--- config.mk ---
export PLATFORM = sky130hd
export DESIGN_NAME = stream_pattern_masker
export DESIGN_NICKNAME = d
export VERILOG_FILES = /design/src/rtl/core/spm_pkg.sv /design/src/rtl/core/spm_front.sv /design/src/rtl/core/spm_queue.sv /design/src/rtl/core/spm_back.sv /design/src/rtl/core/stream_pattern_masker.sv
export SDC_FILE = /design/constraint.sdc
export NUM_CORES = 1
export LEC_CHECK = 0
export BUFFER_PORTS_ARGS = -buffer_cell sky130_fd_sc_hd__buf_2
export CORE_MARGIN = 2
export CORE_UTILIZATION = 35
export CTS_CLUSTER_DIAMETER = 40
export DETAILED_ROUTE_END_ITERATION = 7
export GPL_TIMING_DRIVEN = 0
export HOLD_SLACK_MARGIN = 0.06
export MAX_ROUTING_LAYER = met4
export SYNTH_ARGS = -nofsm -noshare
export SYNTH_HDL_FRONTEND = slang
export SYNTH_HIERARCHICAL = 1
export SYNTH_SLANG_ARGS = --single-unit
--- constraint.sdc ---
create_clock -name clk -period 10.59 [get_ports clk]
set_input_delay 0.5295 -clock clk [delete_from_list [all_inputs] [get_ports clk]]
set_output_delay 0.5295 -clock clk [all_outputs]
set_load 0.01 [all_outputs]
--- src/rtl/core/spm_pkg.sv ---
// ----------------------------------------------------------------------------
// spm_pkg: shared constants for the stream pattern masker
// Register indexes, the mask character and the fixed widths of the
// configuration port.
// ----------------------------------------------------------------------------
package spm_pkg;

  // Configuration port geometry
  localparam int CFG_DATA_W  = 64;
  localparam int CFG_INDEX_W = 2;

  // Pattern bytes held by the two pattern registers
  localparam int PATTERN_BYTES = 16;
  localparam int PLEN_W        = 5;

  // Byte written in place of a matched pattern byte
  localparam logic [7:0] MASK_CHAR = 8'h2A;

  // Register indexes
  localparam logic [CFG_INDEX_W-1:0] REG_PATTERN_LOW  = 2'd0;
  localparam logic [CFG_INDEX_W-1:0] REG_PATTERN_HIGH = 2'd1;
  localparam logic [CFG_INDEX_W-1:0] REG_PATTERN_LEN  = 2'd2;

endpackage

--- src/rtl/core/spm_front.sv ---
// ----------------------------------------------------------------------------
// spm_front: window, pattern compare and burst descriptor builder
// Holds the configuration registers and the trailing-byte window. Each
// accepted byte is appended, compared against the pattern in parallel, and
// turned into at most one burst descriptor (bytes, beat count, final flag).
// ----------------------------------------------------------------------------
module spm_front #(
  parameter int MAX_PATTERN = 16,
  parameter int LEN_W       = 5
) (
  input  logic                           clk,
  input  logic                           rst,
  // configuration
  input  logic                           cfg_write,
  input  logic [spm_pkg::CFG_INDEX_W-1:0] cfg_index,
  input  logic [spm_pkg::CFG_DATA_W-1:0]  cfg_data,
  // input beat
  input  logic                           accept,
  input  logic [7:0]                     in_byte,
  input  logic                           final_byte,
  // burst descriptor
  output logic                           cmd_valid,
  output logic [MAX_PATTERN*8-1:0]       cmd_bytes,
  output logic [LEN_W-1:0]               cmd_count,
  output logic                           cmd_fin
);
  import spm_pkg::*;

  logic [CFG_DATA_W-1:0] pattern_low;
  logic [CFG_DATA_W-1:0] pattern_high;
  logic [PLEN_W-1:0]     pattern_length;

  logic [7:0]       win [MAX_PATTERN];
  logic [LEN_W-1:0] win_count;
  logic [LEN_W-1:0] win_count_next;

  logic [7:0]             aw  [MAX_PATTERN];
  logic [7:0]             pat [MAX_PATTERN];
  logic [MAX_PATTERN-1:0] byte_ok;
  logic [LEN_W-1:0]       eff_len;
  logic [LEN_W-1:0]       cnt1;
  logic                   full;
  logic                   match;
  logic                   shift_win;

  // Configuration registers; a length write empties the window
  always_ff @(posedge clk) begin
    if (rst) begin
      pattern_low    <= '0;
      pattern_high   <= '0;
      pattern_length <= PLEN_W'(1);
    end else if (cfg_write) begin
      case (cfg_index)
        REG_PATTERN_LOW:  pattern_low    <= cfg_data;
        REG_PATTERN_HIGH: pattern_high   <= cfg_data;
        REG_PATTERN_LEN:  pattern_length <= cfg_data[PLEN_W-1:0];
        default: ;
      endcase
    end
  end

  // Effective length: zero acts as one, clamp to the window capacity
  always_comb begin
    if (pattern_length == '0) begin
      eff_len = LEN_W'(1);
    end else if (int'(pattern_length) > MAX_PATTERN) begin
      eff_len = LEN_W'(MAX_PATTERN);
    end else begin
      eff_len = LEN_W'(pattern_length);
    end
  end

  // Pattern bytes; positions past the two registers read as zero
  for (genvar j = 0; j < MAX_PATTERN; j++) begin : g_pat
    if (j < 8) begin : g_lo
      assign pat[j] = pattern_low[8*j +: 8];
    end else if (j < PATTERN_BYTES) begin : g_hi
      assign pat[j] = pattern_high[8*(j-8) +: 8];
    end else begin : g_zero
      assign pat[j] = 8'h00;
    end
  end

  // Window with the new byte appended, and per-position compare
  for (genvar j = 0; j < MAX_PATTERN; j++) begin : g_cmp
    assign aw[j]      = (LEN_W'(j) == win_count) ? in_byte : win[j];
    assign byte_ok[j] = (LEN_W'(j) >= eff_len) || (aw[j] == pat[j]);
    assign cmd_bytes[8*j +: 8] = (full && match) ? MASK_CHAR : aw[j];
  end

  assign cnt1      = win_count + LEN_W'(1);
  assign full      = (cnt1 == eff_len);
  assign match     = &byte_ok;
  assign shift_win = full && !match && !final_byte;

  // Burst descriptor: mask run, oldest byte, or flush of the window
  always_comb begin
    cmd_valid = full || final_byte;
    cmd_fin   = final_byte;
    if (full) begin
      cmd_count = (match || final_byte) ? eff_len : LEN_W'(1);
    end else begin
      cmd_count = cnt1;
    end
    if (full) begin
      win_count_next = shift_win ? (eff_len - LEN_W'(1)) : '0;
    end else begin
      win_count_next = final_byte ? '0 : cnt1;
    end
  end

  // Window fill count
  always_ff @(posedge clk) begin
    if (rst) begin
      win_count <= '0;
    end else if (cfg_write && cfg_index == REG_PATTERN_LEN) begin
      win_count <= '0;
    end else if (accept) begin
      win_count <= win_count_next;
    end
  end

  // Window bytes, slid by one when the oldest byte leaves
  for (genvar j = 0; j < MAX_PATTERN; j++) begin : g_win
    if (j < MAX_PATTERN - 1) begin : g_mid
      always_ff @(posedge clk) begin
        if (accept) begin
          win[j] <= shift_win ? aw[j+1] : aw[j];
        end
      end
    end else begin : g_top
      always_ff @(posedge clk) begin
        if (accept) begin
          win[j] <= aw[j];
        end
      end
    end
  end

endmodule

--- src/rtl/core/spm_queue.sv ---
// ----------------------------------------------------------------------------
// spm_queue: two-entry descriptor queue
// Decouples the compare front from the output sequencer so either side can
// stall without holding up the other.
// ----------------------------------------------------------------------------
module spm_queue #(
  parameter int WIDTH = 8
) (
  input  logic             clk,
  input  logic             rst,
  input  logic             push,
  input  logic [WIDTH-1:0] push_data,
  output logic             full,
  input  logic             pop,
  output logic             valid,
  output logic [WIDTH-1:0] pop_data
);
  import spm_pkg::*;

  logic [WIDTH-1:0] entry [2];
  logic             wr_ptr;
  logic             rd_ptr;
  logic [1:0]       level;
  logic             do_push;
  logic             do_pop;

  assign full     = (level == 2'd2);
  assign valid    = (level != 2'd0);
  assign pop_data = entry[rd_ptr];
  assign do_push  = push && !full;
  assign do_pop   = pop && valid;

  // Pointers and occupancy
  always_ff @(posedge clk) begin
    if (rst) begin
      wr_ptr <= 1'b0;
      rd_ptr <= 1'b0;
      level  <= 2'd0;
    end else begin
      if (do_push) wr_ptr <= !wr_ptr;
      if (do_pop)  rd_ptr <= !rd_ptr;
      level <= level + 2'(do_push) - 2'(do_pop);
    end
  end

  // Storage
  always_ff @(posedge clk) begin
    if (do_push) begin
      entry[wr_ptr] <= push_data;
    end
  end

endmodule

--- src/rtl/core/spm_back.sv ---
// ----------------------------------------------------------------------------
// spm_back: output sequencer
// Loads one burst descriptor at a time and plays its bytes out, one beat
// per cycle while out_stall is low, marking the last beat of the burst and the end of the stream.
// ----------------------------------------------------------------------------
module spm_back #(
  parameter int MAX_PATTERN = 16,
  parameter int LEN_W       = 5
) (
  input  logic                     clk,
  input  logic                     rst,
  // descriptor queue head
  input  logic                     q_valid,
  input  logic [MAX_PATTERN*8-1:0] q_bytes,
  input  logic [LEN_W-1:0]         q_count,
  input  logic                     q_fin,
  output logic                     q_pop,
  // output beat
  output logic                     out_valid,
  input  logic                     out_stall,
  output logic [7:0]               out_byte,
  output logic                     run_last,
  output logic                     stream_end
);
  import spm_pkg::*;

  logic [MAX_PATTERN*8-1:0] cur;
  logic [LEN_W-1:0]         rem;
  logic                     cur_fin;
  logic                     take;
  logic                     last_beat;

  assign out_valid  = (rem != '0);
  assign out_byte   = cur[7:0];
  assign last_beat  = (rem == LEN_W'(1));
  assign run_last   = last_beat;
  assign stream_end = last_beat && cur_fin;
  assign take       = out_valid && !out_stall;
  // next burst enters as the current one drains
  assign q_pop      = q_valid && (!out_valid || (last_beat && take));

  // Beat counter
  always_ff @(posedge clk) begin
    if (rst) begin
      rem <= '0;
    end else if (q_pop) begin
      rem <= q_count;
    end else if (take) begin
      rem <= rem - LEN_W'(1);
    end
  end

  // Burst bytes, oldest in the low byte
  always_ff @(posedge clk) begin
    if (q_pop) begin
      cur     <= q_bytes;
      cur_fin <= q_fin;
    end else if (take) begin
      cur <= cur >> 8;
    end
  end

endmodule

--- src/rtl/core/stream_pattern_masker.sv ---
// ----------------------------------------------------------------------------
// stream_pattern_masker: masks every occurrence of a byte pattern with '*'
// Byte stream in, byte stream out. Matching is leftmost, non-overlapping.
// ----------------------------------------------------------------------------
// Usage:
//   Input beats (in_byte, final_byte) are taken when in_valid is high and
//   in_stall is low. Output beats (out_byte, run_last, stream_end) are
//   taken when out_valid is high and out_stall is low.
//   Program pattern_low/high (index 0/1) and pattern_length (index 2) via
//   cfg_write/cfg_index/cfg_data while the block is idle; a length write
//   drops any bytes held in the window.
//   Each input beat yields zero or more output beats: none while the window
//   fills, one passed byte, L asterisks on a match, or a window flush when
//   final_byte is set. run_last marks the last of them, stream_end the last
//   beat of a final input.
//   Each descriptor is registered in the queue, then in the sequencer.
//   Throughput: one input beat per cycle while in_stall is low; output
//   bursts are absorbed by a two-entry queue.
//   A stalled receiver holds the current beat; input keeps flowing until
//   the queue fills, then in_stall rises.
//   Reset empties the window and queue; pattern is zero, length is one.
// ----------------------------------------------------------------------------
module stream_pattern_masker #(
  parameter int MAX_PATTERN = 16
) (
  input  logic                            clk,
  input  logic                            rst,
  // configuration
  input  logic                            cfg_write,
  input  logic [spm_pkg::CFG_INDEX_W-1:0] cfg_index,
  input  logic [spm_pkg::CFG_DATA_W-1:0]  cfg_data,
  // input channel
  input  logic                            in_valid,
  output logic                            in_stall,
  input  logic [7:0]                      in_byte,
  input  logic                            final_byte,
  // output channel
  output logic                            out_valid,
  input  logic                            out_stall,
  output logic [7:0]                      out_byte,
  output logic                            run_last,
  output logic                            stream_end
);
  import spm_pkg::*;

  localparam int LEN_W = $clog2(MAX_PATTERN + 1);
  localparam int CMD_W = MAX_PATTERN * 8 + LEN_W + 1;

  logic                     accept;
  logic                     cmd_valid;
  logic [MAX_PATTERN*8-1:0] cmd_bytes;
  logic [LEN_W-1:0]         cmd_count;
  logic                     cmd_fin;
  logic                     q_full;
  logic                     q_valid;
  logic                     q_pop;
  logic [CMD_W-1:0]         q_data;

  assign in_stall = q_full;
  assign accept   = in_valid && !q_full;

  spm_front #(
    .MAX_PATTERN (MAX_PATTERN),
    .LEN_W       (LEN_W)
  ) u_front (
    .clk        (clk),
    .rst        (rst),
    .cfg_write  (cfg_write),
    .cfg_index  (cfg_index),
    .cfg_data   (cfg_data),
    .accept     (accept),
    .in_byte    (in_byte),
    .final_byte (final_byte),
    .cmd_valid  (cmd_valid),
    .cmd_bytes  (cmd_bytes),
    .cmd_count  (cmd_count),
    .cmd_fin    (cmd_fin)
  );

  spm_queue #(
    .WIDTH (CMD_W)
  ) u_queue (
    .clk       (clk),
    .rst       (rst),
    .push      (accept && cmd_valid),
    .push_data ({cmd_fin, cmd_count, cmd_bytes}),
    .full      (q_full),
    .pop       (q_pop),
    .valid     (q_valid),
    .pop_data  (q_data)
  );

  spm_back #(
    .MAX_PATTERN (MAX_PATTERN),
    .LEN_W       (LEN_W)
  ) u_back (
    .clk        (clk),
    .rst        (rst),
    .q_valid    (q_valid),
    .q_bytes    (q_data[MAX_PATTERN*8-1:0]),
    .q_count    (q_data[MAX_PATTERN*8 +: LEN_W]),
    .q_fin      (q_data[CMD_W-1]),
    .q_pop      (q_pop),
    .out_valid  (out_valid),
    .out_stall  (out_stall),
    .out_byte   (out_byte),
    .run_last   (run_last),
    .stream_end (stream_end)
  );

endmodule

# Word level (Yosys, flattened, before mapping)
# Memories as Yosys holds them, arrays and structs flattened. A register that Yosys moved wholly into a read port is not among the register bits.
# Index checks and enable logic that the tools add are counted.
# classes
addsub	5
order_cmp	17
eq_ne	36
mux	64
n_reduce_logical	49
# op_table
operator	n
8-bit two-way mux	47
128-bit two-way mux	2
8-bit == test	16
5-bit two-way mux	9
4-bit by 5-bit == test with 1-bit output (first input constant)	8
4-bit by 5-bit >= comparator with 1-bit output (first input constant)	8
3-bit by 5-bit == test with 1-bit output (first input constant)	4
3-bit by 5-bit >= comparator with 1-bit output (first input constant)	4
1-bit logical OR	19
16-bit AND reduction	1
1-bit logical AND	12
2-bit by 5-bit == test with 1-bit output (first input constant)	2
1-bit by 5-bit >= comparator with 1-bit output (first input constant)	2
2-bit by 5-bit >= comparator with 1-bit output (first input constant)	2
5-bit logical NOT	2
5-bit by 1-bit subtractor with 5-bit output (second input constant)	2
1-bit logical NOT	7
1-bit two-way mux	6
2-bit AND reduction	3
5-bit by 1-bit adder with 5-bit output (second input constant)	1
1-bit by 5-bit == test with 1-bit output (first input constant)	1
5-bit by 1-bit == test with 1-bit output (second input constant)	1
5-bit == test	1
5-bit greater-than comparator (second input constant)	1
8 further kinds	10
# word_totals
register_bits	276
ramBits	396
in_bits	80
memories	2
# memory_table
memory	words	word_bits	read_ports	rd_clocked_by_memory_dff	wr	line_no	text
u_queue.entry	2	134	1	1	1	spm_queue.sv:20	logic [WIDTH-1:0] entry [2];
u_front.win	16	8	16	0	16	spm_front.sv:33	logic [7:0] win [MAX_PATTERN];

# Depth between registers and ports, before layout
# Gate-level depths: netlist of the first run.
# depth
ltp_word	11
ltp_mapped	18
depth_no_buf	17

# By module
# The synthesis of the first run kept the hierarchy.
# modules_own_cells
module	n_inst	cells_per_inst	area_each_um2
spm_front	1	2179	17264.1
spm_queue	1	443	10139.7
spm_back	1	570	5818.1
stream_pattern_masker	1	2	15.0

# Worst setup path after synthesis of the first run
# No wires, ideal clock.
# synth_path
path_kind	register to register
startpoint	register u_queue.level[0]
endpoint	register u_front.win_count[2]
setup_ns	0.121
arrival_time_ns	6.966
t_required_ns	10.469
path_slack_ns	3.503
path_stages_with_launch	7
n_path_buf	1
synth_period_minus_slack_ns	7.087
cell_sequence	dfxtp_1 nand2b_2 inv_1 nor2b_1 clkbuf_1 o311ai_1 nor3b_1
# synth_via
elab_chain_len	3
# synth_rtl
element	line_no	text
start: declaration	spm_queue.sv:23	logic [1:0] level;
start signal: assignment	spm_queue.sv:42	level <= level + 2'(do_push) - 2'(do_pop);
2-bit == test	spm_queue.sv:27	assign full = (level == 2'd2);
net in_stall	stream_pattern_masker.sv:34	output logic in_stall,
1-bit logical NOT	stream_pattern_masker.sv:60	assign accept = in_valid && !q_full;
1-bit logical AND	stream_pattern_masker.sv:60	
net accept	stream_pattern_masker.sv:49	logic accept;
end signal: assignment	spm_front.sv:119	win_count <= win_count_next;
end: declaration	spm_front.sv:34	logic [LEN_W-1:0] win_count;
# The timed path passes the listed nets, and every way through them passes these cells.
# A chain may end at the register's enable or synchronous reset.

# Worst setup path in the final report of the first run
# layout_path
startpoint	register u_front.win_count[0]
endpoint	memory u_queue/entry[1][124] (netlist bit), data pin
# layout_via
elab_chain_len	7
word_cells_on_any_way	69
# layout_rtl
element	line_no	text
1-bit by 5-bit == test with 1-bit output, or another cell as far along	spm_front.sv:86	assign aw[j] = (LEN_W'(j) == win_count) ? in_byte : win[j];
8-bit two-way mux	spm_front.sv:86	
8-bit == test	spm_front.sv:87	assign byte_ok[j] = (LEN_W'(j) >= eff_len) || (aw[j] == pat[j]);
1-bit logical OR	spm_front.sv:87	
16-bit AND reduction	spm_front.sv:93	assign match = &byte_ok;
1-bit logical AND	spm_front.sv:88	assign cmd_bytes[8*j +: 8] = (full && match) ? MASK_CHAR : aw[j];
8-bit two-way mux (*)	spm_front.sv:88	
net cmd_bytes[124]	stream_pattern_masker.sv:51	logic [MAX_PATTERN*8-1:0] cmd_bytes;
end: declaration	spm_queue.sv:20	
# The timed path passes the listed nets; every way through them passes the cells marked *.

==> metrics.txt, run 1 <==
fin crit period 7.17 ns; chip width 312 um; Power Internal 7.29 mW; initial core utilization 0.351; GRT overflow 0; cell mode on critical path buf_2; I/O pins 92; crit-path max FO 10; Area Growth Syn to Fin 17.3%; Worst-path clk slew 0.06 ns; adder-cell share of the synthesized area 0.00489; Worst Setup SP u_front/win_count[0]; Post-CTS Setup Bufs 0; Max-slew headroom -0.0657; final net count 3488; CP top delay family simple AND/OR/NAND/NOR gates; Cell Count, Final, Fillers Out 4756; fillers 9239; Crit-path slowest cell nor4b_1; Clk pwr share 0.293; crit path launch type flip-flop; Max IR drop VDD 0.204 mV; crit path cell chain inv_1 -> ha_1 -> nor4b_1 -> clkbuf_1 -> a31oi_1 -> nor4_1 -> nand2_1 -> o21ai_1 -> o211ai_1 -> nor4_1 -> buf_2 -> buf_2 -> buf_2 -> nor2_1; post-DR wirelength/cell 27.7 um; Port Buf Inserts 86; Leak 14.7 nW; # setup viols final 0; fin crit share 0.677; post-cts gate resize count 0; asr flop ratio synth 0; sequential power share 0.386; syn_area_per_cell 10.4 um2; Synth Cell Area 33200 um2; status finished with violations; area occupied by multi-input gates 13100 um2; Hold Crit Class in -> reg; die area 97400 um2; worst-margin pin slew 1.58 ns; Buf/Inv on CP 5; clock skew 0.0451 ns; Overall Global Routing Usage 0.272; Pins Over Slew Limit 4; pwr dens 294 nW/um2; vias per std cell 5.64; Yosys reg bits 673; simple-gate area share of the yosys netlist 0.169; antenna-violating nets left 0; total power draw 11.4 mW; Critical Path RT 10.95 ns; sw power 4.16 mW; hold buffers post-CTS 0; Fin. Hold Viols 0; post-synthesis cell type count 81; Post-Syn Nets 3287; number of flops mapped to enable cells by yosys 525; clk sink count 673; Max Root-Sink Buffers 3; vias 26841; Root Driver clkbuf_16; reg2reg end u_queue/entry[1][124]; post-layout util 0.412; Post-synth top flop edfxtp_1; TritonCTS Buffers 102; CTS tree done; Post-DP HPWL 96.4 mm; Core Footprint 94600 um2; post-synthesis mux area share 0.0654; FF-to-FF path depth 14; arrival time at the worst endpoint 7.53 ns; max-cap violations 2; DRC 0; largest net degree at the start of global routing 78; Crit. End Element flip-flop; CTS HTree Levels 3; main combinational cell family by area after synthesis simple AND/OR/NAND/NOR gates; hold path startpoint cfg_data[63]; number of global-route vias before repair 25033; final wirelength 132 mm; RSZ-0062 raised after global routing no; CP max stage delay 1.28 ns; register area share after synthesis 0.563; Skew-Pair Late Insertion Delay 0.69 ns; Max Clk Rate 139 MHz; Comb pwr share 0.321; placed instance count 4556; R2R Setup Slk 3.42 ns; Hold Crit Depth 3; share of cells above drive strength 1 0.154; Die H 312 um; number of DRC markers in iteration 0 4066; Switching Fraction 0.363; Rows 113; global-route wire length before repair 184 mm; initial antenna violation count 3; Syn. warnings 6; Crit Path Category reg -> reg; post-synthesis cell count 3194; DRT Pass-1 Iters 6; failing checks capacitance limit, slew limit; Placer Congestion 1.02; worst r2r src u_front/win_count[0]; xor and xnor area share after synthesis 0.0184; Seq. cell area 18700 um2; Worst Hold Path EP u_front/pattern_high[63]; Compound-Gate Fraction of Synth Area 0.135
[layout by cell type (no fill, tap or decap), drive strengths merged, types with 13 or more instances in the layout]
cell type,netlist,routed
buf,104,201
or2,23,23
edfxtp,525,525
a21oi,231,231
mux2,134,134
a222oi,18,18
clkinv,2,32
xor2,30,30
a211o,116,116
nor3,17,17
o22ai,21,21
and2,28,28
ha,13,13
nand3,17,17
a221oi,22,22
dfxtp,148,148
clkbuf,123,243
xnor2,40,40
nand2b,40,40
o2bb2ai,112,112
inv,96,125
nor2,77,77
nand2,1009,1009
mux2i,44,44
nor2b,21,21
[how the worst max path moves through the flow]
| stage | slack [ns] | end | cells after the start |
|---|---|---|---|
| floorplan | 3.50 | u_front/win_count[2] | 6 |
| global placement | -0.76 | u_front/win_count[2] | 5 |
| detailed placement | 3.75 | u_queue/entry[1][124] | 13 |
| CTS | 3.88 | u_queue/entry[1][124] | 14 |
| global route | 3.72 | u_queue/entry[1][124] | 14 |
| finish | 3.42 | u_queue/entry[1][124] | 14 |
[registers in the layout, summed over array words and instances (netlist names), named ones only]
register / cells
u_front/win_count: 5
u_front/pattern_low: 64
u_front/win: 128
u_back/cur: 128
u_back/cur_fin: 1
u_queue/entry: 268
u_back/rem: 5
u_front/pattern_length: 5
u_queue/wr_ptr: 1
u_queue/level: 2
u_queue/rd_ptr: 1
u_front/pattern_high: 64
[power groups by stage]
stage,clock network (mW),registers (mW),logic (mW)
after floorplan,0,4.41,2.30
after global placement,0,4.63,3.53
after detailed placement,0,4.45,3.63
after CTS,3.41,4.41,3.66
after global routing,3.51,4.47,3.97
final,3.36,4.41,3.68
[stage by stage]
stage | hold slack [ns] | worst slack [ns] | setup TNS, ns | instance area (um2)
2_1_floorplan | 0.436 | 3.50 | 0 | 33200
3_3_place_gp | 0.449 | -0.762 | -69.26 | 35300
3_5_place_dp | 0.461 | 3.75 | 0 | 35500
4_1_cts | 0.0780 | 3.88 | 0 | 39000
5_1_grt | 0.125 | 3.72 | 0 | 39000
6_report | 0.110 | 3.42 | 0 | 39000
[area by class of cell]
| cell class | count | share of cell area |
|---|---|---|
| diodes | 7 | 0.000449 |
| clock buffers | 120 | 0.0702 |
| flip-flops and latches | 673 | 0.480 |
| clock inverters | 73 | 0.0182 |
| well taps | 1265 | 0.0406 |
| inverters | 98 | 0.00956 |
| repair buffers | 97 | 0.0175 |
| plain buffers | 227 | 0.0276 |
| multi-input cells | 2196 | 0.336 |
[tightest hold or removal path, stage by stage]
cell	delay [ns]
buf_2	0.11
nand2_1	0.05
a21oi_1	0.05
[synthesized netlist by cell type (4+ instances only)]
cell       count  area share
edfxtp_1     525        0.47
a2111oi_0      9      0.0024
nand2b_1      39      0.0073
xor2_1        30      0.0079
buf_2         58      0.0087
a211o_1      116       0.031
a222oi_1      18      0.0054
clkbuf_1     123       0.014
nor4_1        11      0.0021
and2_1        28      0.0053
nor2_1        76      0.0086
nand3_1       17      0.0026
nand3b_1      12      0.0027
a211oi_1      10      0.0023
nor2b_1       21      0.0040
a31oi_1       12      0.0023
mux2i_1       44       0.013
mux2_4        60       0.027
inv_1         95       0.011
nor4bb_1       7      0.0021
a21oi_1      231       0.035
or4_1          4     0.00090
o221ai_1       9      0.0024
o2111ai_1      5      0.0013
nand2_1     1009        0.11
dfxtp_1      148       0.089
or2_2         23      0.0043
xnor2_1       40       0.011
buf_1         15      0.0017
o22ai_1       21      0.0040
mux2_2        74       0.025
a221oi_1      22      0.0058
nand4bb_1      8      0.0027
buf_6          9      0.0030
o21ai_0       10      0.0015
nor3_1        16      0.0024
and3_1         7      0.0013
nand4_1        8      0.0015
o2bb2ai_1    112       0.030
ha_1          13      0.0049
buf_4         22      0.0050
a22oi_1        9      0.0020
[logic make-up (layout without fill, tap and decap cells)]
kind of cell / Yosys count / count (layout)
AND/OR/NAND/NOR: 1311 / 1311
flip-flops: 673 / 673
AO/OA/AOI/OAI: 624 / 624
buffers and inverters: 325 / 615
multiplexers: 178 / 178
XOR/XNOR: 70 / 70
adder cells (fa/ha/maj): 13 / 13
other: 0 / 7
[layer usage]
metal  part of all wire  vias to the layer above  track usage
li1                   -                    11863            -
met4              0.046                        0        0.109
met3               0.11                      253       0.0573
met5                  0                        -            -
met2               0.41                     1523        0.375
met1               0.44                    13202        0.386
(Power assumes the default switching activity.)
==> run 2, diff against run 1 <==
ABC_AREA = 1   (was default)
clock period = 6.24 ns   (was 10.59 ns; I/O delays follow)
==> run 2 against run 1 <==
  * The flow still finishes with violations (capacitance limit, slew limit)
  * Die area is 3.0% lower
  * Non-clock buffer count is 3 higher
  * Clock power is 87% higher
  * Worst setup slack worse by 2.0 ns
  * Wire length is 15% lower
  * Total power is 66% higher
  * Combinational power is 54% higher
  * Synthesized cell count is 11% higher
  * Fmax is 49% higher
  * Critical path depth is 8 higher
  * Register-to-register slack worse by 2.0 ns
==> metrics.txt, run 2 <==
status finished with violations (unchanged); failing checks capacitance limit, slew limit (unchanged); clock skew 0.0299 ns (was 0.0451 ns); Area Growth Syn to Fin 20.9% (was 17.3%); Fin. Hold Viols 0 (unchanged); antenna-violating nets left 0 (unchanged); worst-margin pin slew 1.60 ns (was 1.58 ns); fillers 8971 (was 9239); chip width 307 um (was 312 um); Leak 16.7 nW (was 14.7 nW); post-synthesis cell count 3530 (was 3194); max reg flops 268 (unchanged); clk sink count 673 (unchanged); crit path launch type flip-flop (unchanged); Worst-path clk slew 0.05 ns (was 0.06 ns); Post-Syn Nets 3623 (was 3287); arrival time at the worst endpoint 5.17 ns (was 7.53 ns); Hold Crit Depth 3 (unchanged); Post-synth top flop edfxtp_1 (unchanged); fin crit share 0.773 (was 0.677); Critical Path RT 6.59 ns (was 10.95 ns); RSZ-0062 raised after global routing no (unchanged); final net count 3897 (was 3488); Crit Path Category reg -> reg (unchanged); Synth Cell Area 32200 um2 (was 33200 um2); post-layout util 0.426 (was 0.412); register area share after synthesis 0.581 (was 0.563); Max Root-Sink Buffers 3 (unchanged); final wirelength 112 mm (was 132 mm); Core Footprint 91500 um2 (was 94600 um2); share of cells above drive strength 1 0.145 (was 0.154); largest net degree at the start of global routing 81 (was 78); CTS HTree Levels 3 (unchanged); Die H 307 um (was 312 um); Yosys reg bits 673 (unchanged); post-DR wirelength/cell 22.1 um (was 27.7 um); area share of the largest cell type after synthesis 0.489 (was 0.474); CTS tree done (unchanged); Worst Hold Path EP u_front/pattern_low[45] (was u_front/pattern_high[63]); vias per std cell 5.14 (was 5.64); number of global-route vias before repair 24629 (was 25033); post-cts gate resize count 0 (unchanged); Post-DP HPWL 81.9 mm (was 96.4 mm); post-synthesis cell type count 37 (was 81); Syn. warnings 6 (unchanged); TritonCTS Buffers 113 (was 102); Synth area leaders edfxtp_1 (49%), nand2_1 (15%), dfxtp_1 (9.2%), inv_1 (3.9%), o21ai_0 (3.2%) (was edfxtp_1 (47%), nand2_1 (11%), dfxtp_1 (8.9%), a21oi_1 (3.5%), a211o_1 (3.1%)); global-route wire length before repair 160 mm (was 184 mm); DRT Pass-1 Iters 6 (unchanged); Port Buf Inserts 85 (was 86); Skew-Pair Late Insertion Delay 0.68 ns (was 0.69 ns); hold path startpoint cfg_data[45] (was cfg_data[63]); worst r2r src u_front/win_count[0] (unchanged); max-cap violations 1 (was 2); Max IR drop VDD 0.243 mV (was 0.204 mV); Hold Crit Class in -> reg (unchanged); Crit. End Element flip-flop (unchanged); Top reg by flops u_queue/entry (unchanged); total power draw 19.0 mW (was 11.4 mW); R2R Setup Slk 1.42 ns (was 3.42 ns); area occupied by multi-input gates 11300 um2 (was 13100 um2); asr flop ratio synth 0 (unchanged); Commonest cells post-synth nand2_1 (1274), edfxtp_1 (525), inv_1 (331), nor2_1 (257), o21ai_0 (206) (was nand2_1 (1009), edfxtp_1 (525), a21oi_1 (231), dfxtp_1 (148), clkbuf_1 (123)); Setup Slack @ Placement 1.16 ns (was 3.75 ns); Rows 111 (was 113); biggest registers after layout u_queue/entry (268), u_back/cur (128), u_front/win (128) (unchanged); reg2reg end u_queue/entry[0][131] (was u_queue/entry[1][124]); Root Driver clkbuf_16 (unchanged); I/O pins 92 (unchanged); initial core utilization 0.352 (was 0.351); GRT overflow 0 (unchanged); syn_area_per_cell 9.13 um2 (was 10.4 um2); Placer Congestion 1.02 (about the same); number of flops mapped to enable cells by yosys 525 (unchanged); DRC 0 (unchanged); Pins Over Slew Limit 5 (was 4); number of DRC markers in iteration 0 2921 (was 4066); # setup viols final 0 (unchanged); fin crit period 4.82 ns (was 7.17 ns); most frequent cell after synthesis nand2_1 (unchanged); initial antenna violation count 5 (was 3); pwr dens 488 nW/um2 (was 294 nW/um2); Overall Global Routing Usage 0.241 (was 0.272); Max-slew headroom -0.0766 (was -0.0657); commonest non-fill, non-tap cell in the layout nand2_1 (unchanged); crit-path max FO 10 (unchanged); die area 94500 um2 (was 97400 um2); Worst Setup SP u_front/win_count[0] (unchanged); Seq. cell area 18700 um2 (unchanged); Max Clk Rate 207 MHz (was 139 MHz); vias 26135 (was 26841); commonest cells after routing, fill and taps aside nand2_1 (1274), edfxtp_1 (525), inv_1 (329), nor2_1 (256), o21ai_0 (205) (was nand2_1 (1009), edfxtp_1 (525), a21oi_1 (231), dfxtp_1 (148), buf_2 (144)); FF-to-FF path depth 22 (was 14); final worst slack 1.42 ns (was 3.42 ns); dominant cell type by area after synthesis edfxtp_1 (unchanged)
## run 2: cell types whose count changed in the layout (fill, tap and decap cells not counted), sizes merged, moves of 112 or more
cell / previous run / this run
o2bb2ai: 112 / 0
nand3: 17 / 178
a211o: 116 / 0
nor2: 77 / 269
a21oi: 231 / 111
inv: 125 / 367
nand2: 1009 / 1284
o21ai: 12 / 279
## run 2: per-stage QoR
| stage | cell area, um2 | std cells | setup TNS (ns) | hold slack, ns |
|---|---|---|---|---|
| after floorplan | 32200 | 3530 | 0 | 0.381 |
| after global placement | 34200 | 4801 | -677.59 | 0.456 |
| after detailed placement | 34400 | 4813 | 0 | 0.461 |
| after CTS | 39000 | 5088 | 0 | 0.0656 |
| after global routing | 39000 | 5089 | 0 | 0.104 |
| final | 39000 | 5089 | 0 | 0.0984 |
## run 2: kinds of logic (layout without fill, tap and decap cells)
logic type	count (synthesis)	in the layout	synth area share
compound gates	399	399	0.0633
xor+xnor	10	10	0.00272
fa+ha+maj	13	13	0.00505
buf+inv	509	881	0.0697
flops	673	673	0.581
mux	134	134	0.0538
other cells	0	1	0
simple gates	1792	1792	0.225
## run 2: how the worst max path moves through the flow
stage,to,slack (ns),cells past startpoint
floorplan,u_queue/entry[0][0],0.30,12
finish,u_queue/entry[0][131],1.42,22
global placement,u_queue/entry[0][52],-3.05,13
global route,u_queue/entry[0][126],1.07,19
detailed placement,u_queue/entry[1][87],1.16,18
CTS,u_queue/entry[0][126],1.54,22
## run 2: final cells by class
type / instances / area share
plain buffers: 168 / 0.0248
flip-flops and latches: 673 / 0.481
repair buffers: 159 / 0.0336
diodes: 1 / 0.0000642
clock inverters: 80 / 0.0225
inverters: 341 / 0.0331
multi-input cells: 2348 / 0.290
clock buffers: 133 / 0.0775
well taps: 1186 / 0.0381
## run 2: power by group
| part | switching, mW | internal, mW | total (mW) | leakage, nW |
|---|---|---|---|---|
| Sequential | 0.359 | 6.70 | 7.06 | 6.19 |
| Combinational | 3.88 | 1.79 | 5.67 | 8.66 |
| Clock | 2.36 | 3.93 | 6.29 | 1.88 |
| Total | 6.60 | 12.4 | 19.0 | 16.7 |
## run 2: repair_timing
| action | 4_1_cts | 5_1_grt |
|---|---|---|
| hold buffers | 62 | 0 |
| hold endpoints to repair | 109 | 0 |
| buffers inserted | 0 | 0 |
## run 2: worst max-delay path, stage by stage, from the launching register on
cell	delay [ns]
dfxtp_1	0.43
ha_1	0.27
inv_1	0.09
nor2_1	0.68
buf_2	0.41
nand3_1	0.16
nand2_1	0.18
nand2_1	0.07
nand2_1	0.06
inv_1	0.04
nand2_1	0.06
nor2_1	0.04
nand2_1	0.15
nand2_1	0.08
nand2_1	0.07
inv_1	0.03
nand2_1	0.05
nor2_1	0.04
nand2_2	0.22
nand3_4	0.21
inv_2	0.09
clkbuf_1	0.89
nor2_1	0.17
## run 2: layer usage
layer	GRT usage	wire, um	vias to the layer above
met4	0.0950	4740	0
met3	0.0691	12100	240
met1	0.319	48000	12558
met2	0.348	47600	1152
li1	-	-	12185
met5	-	0	-
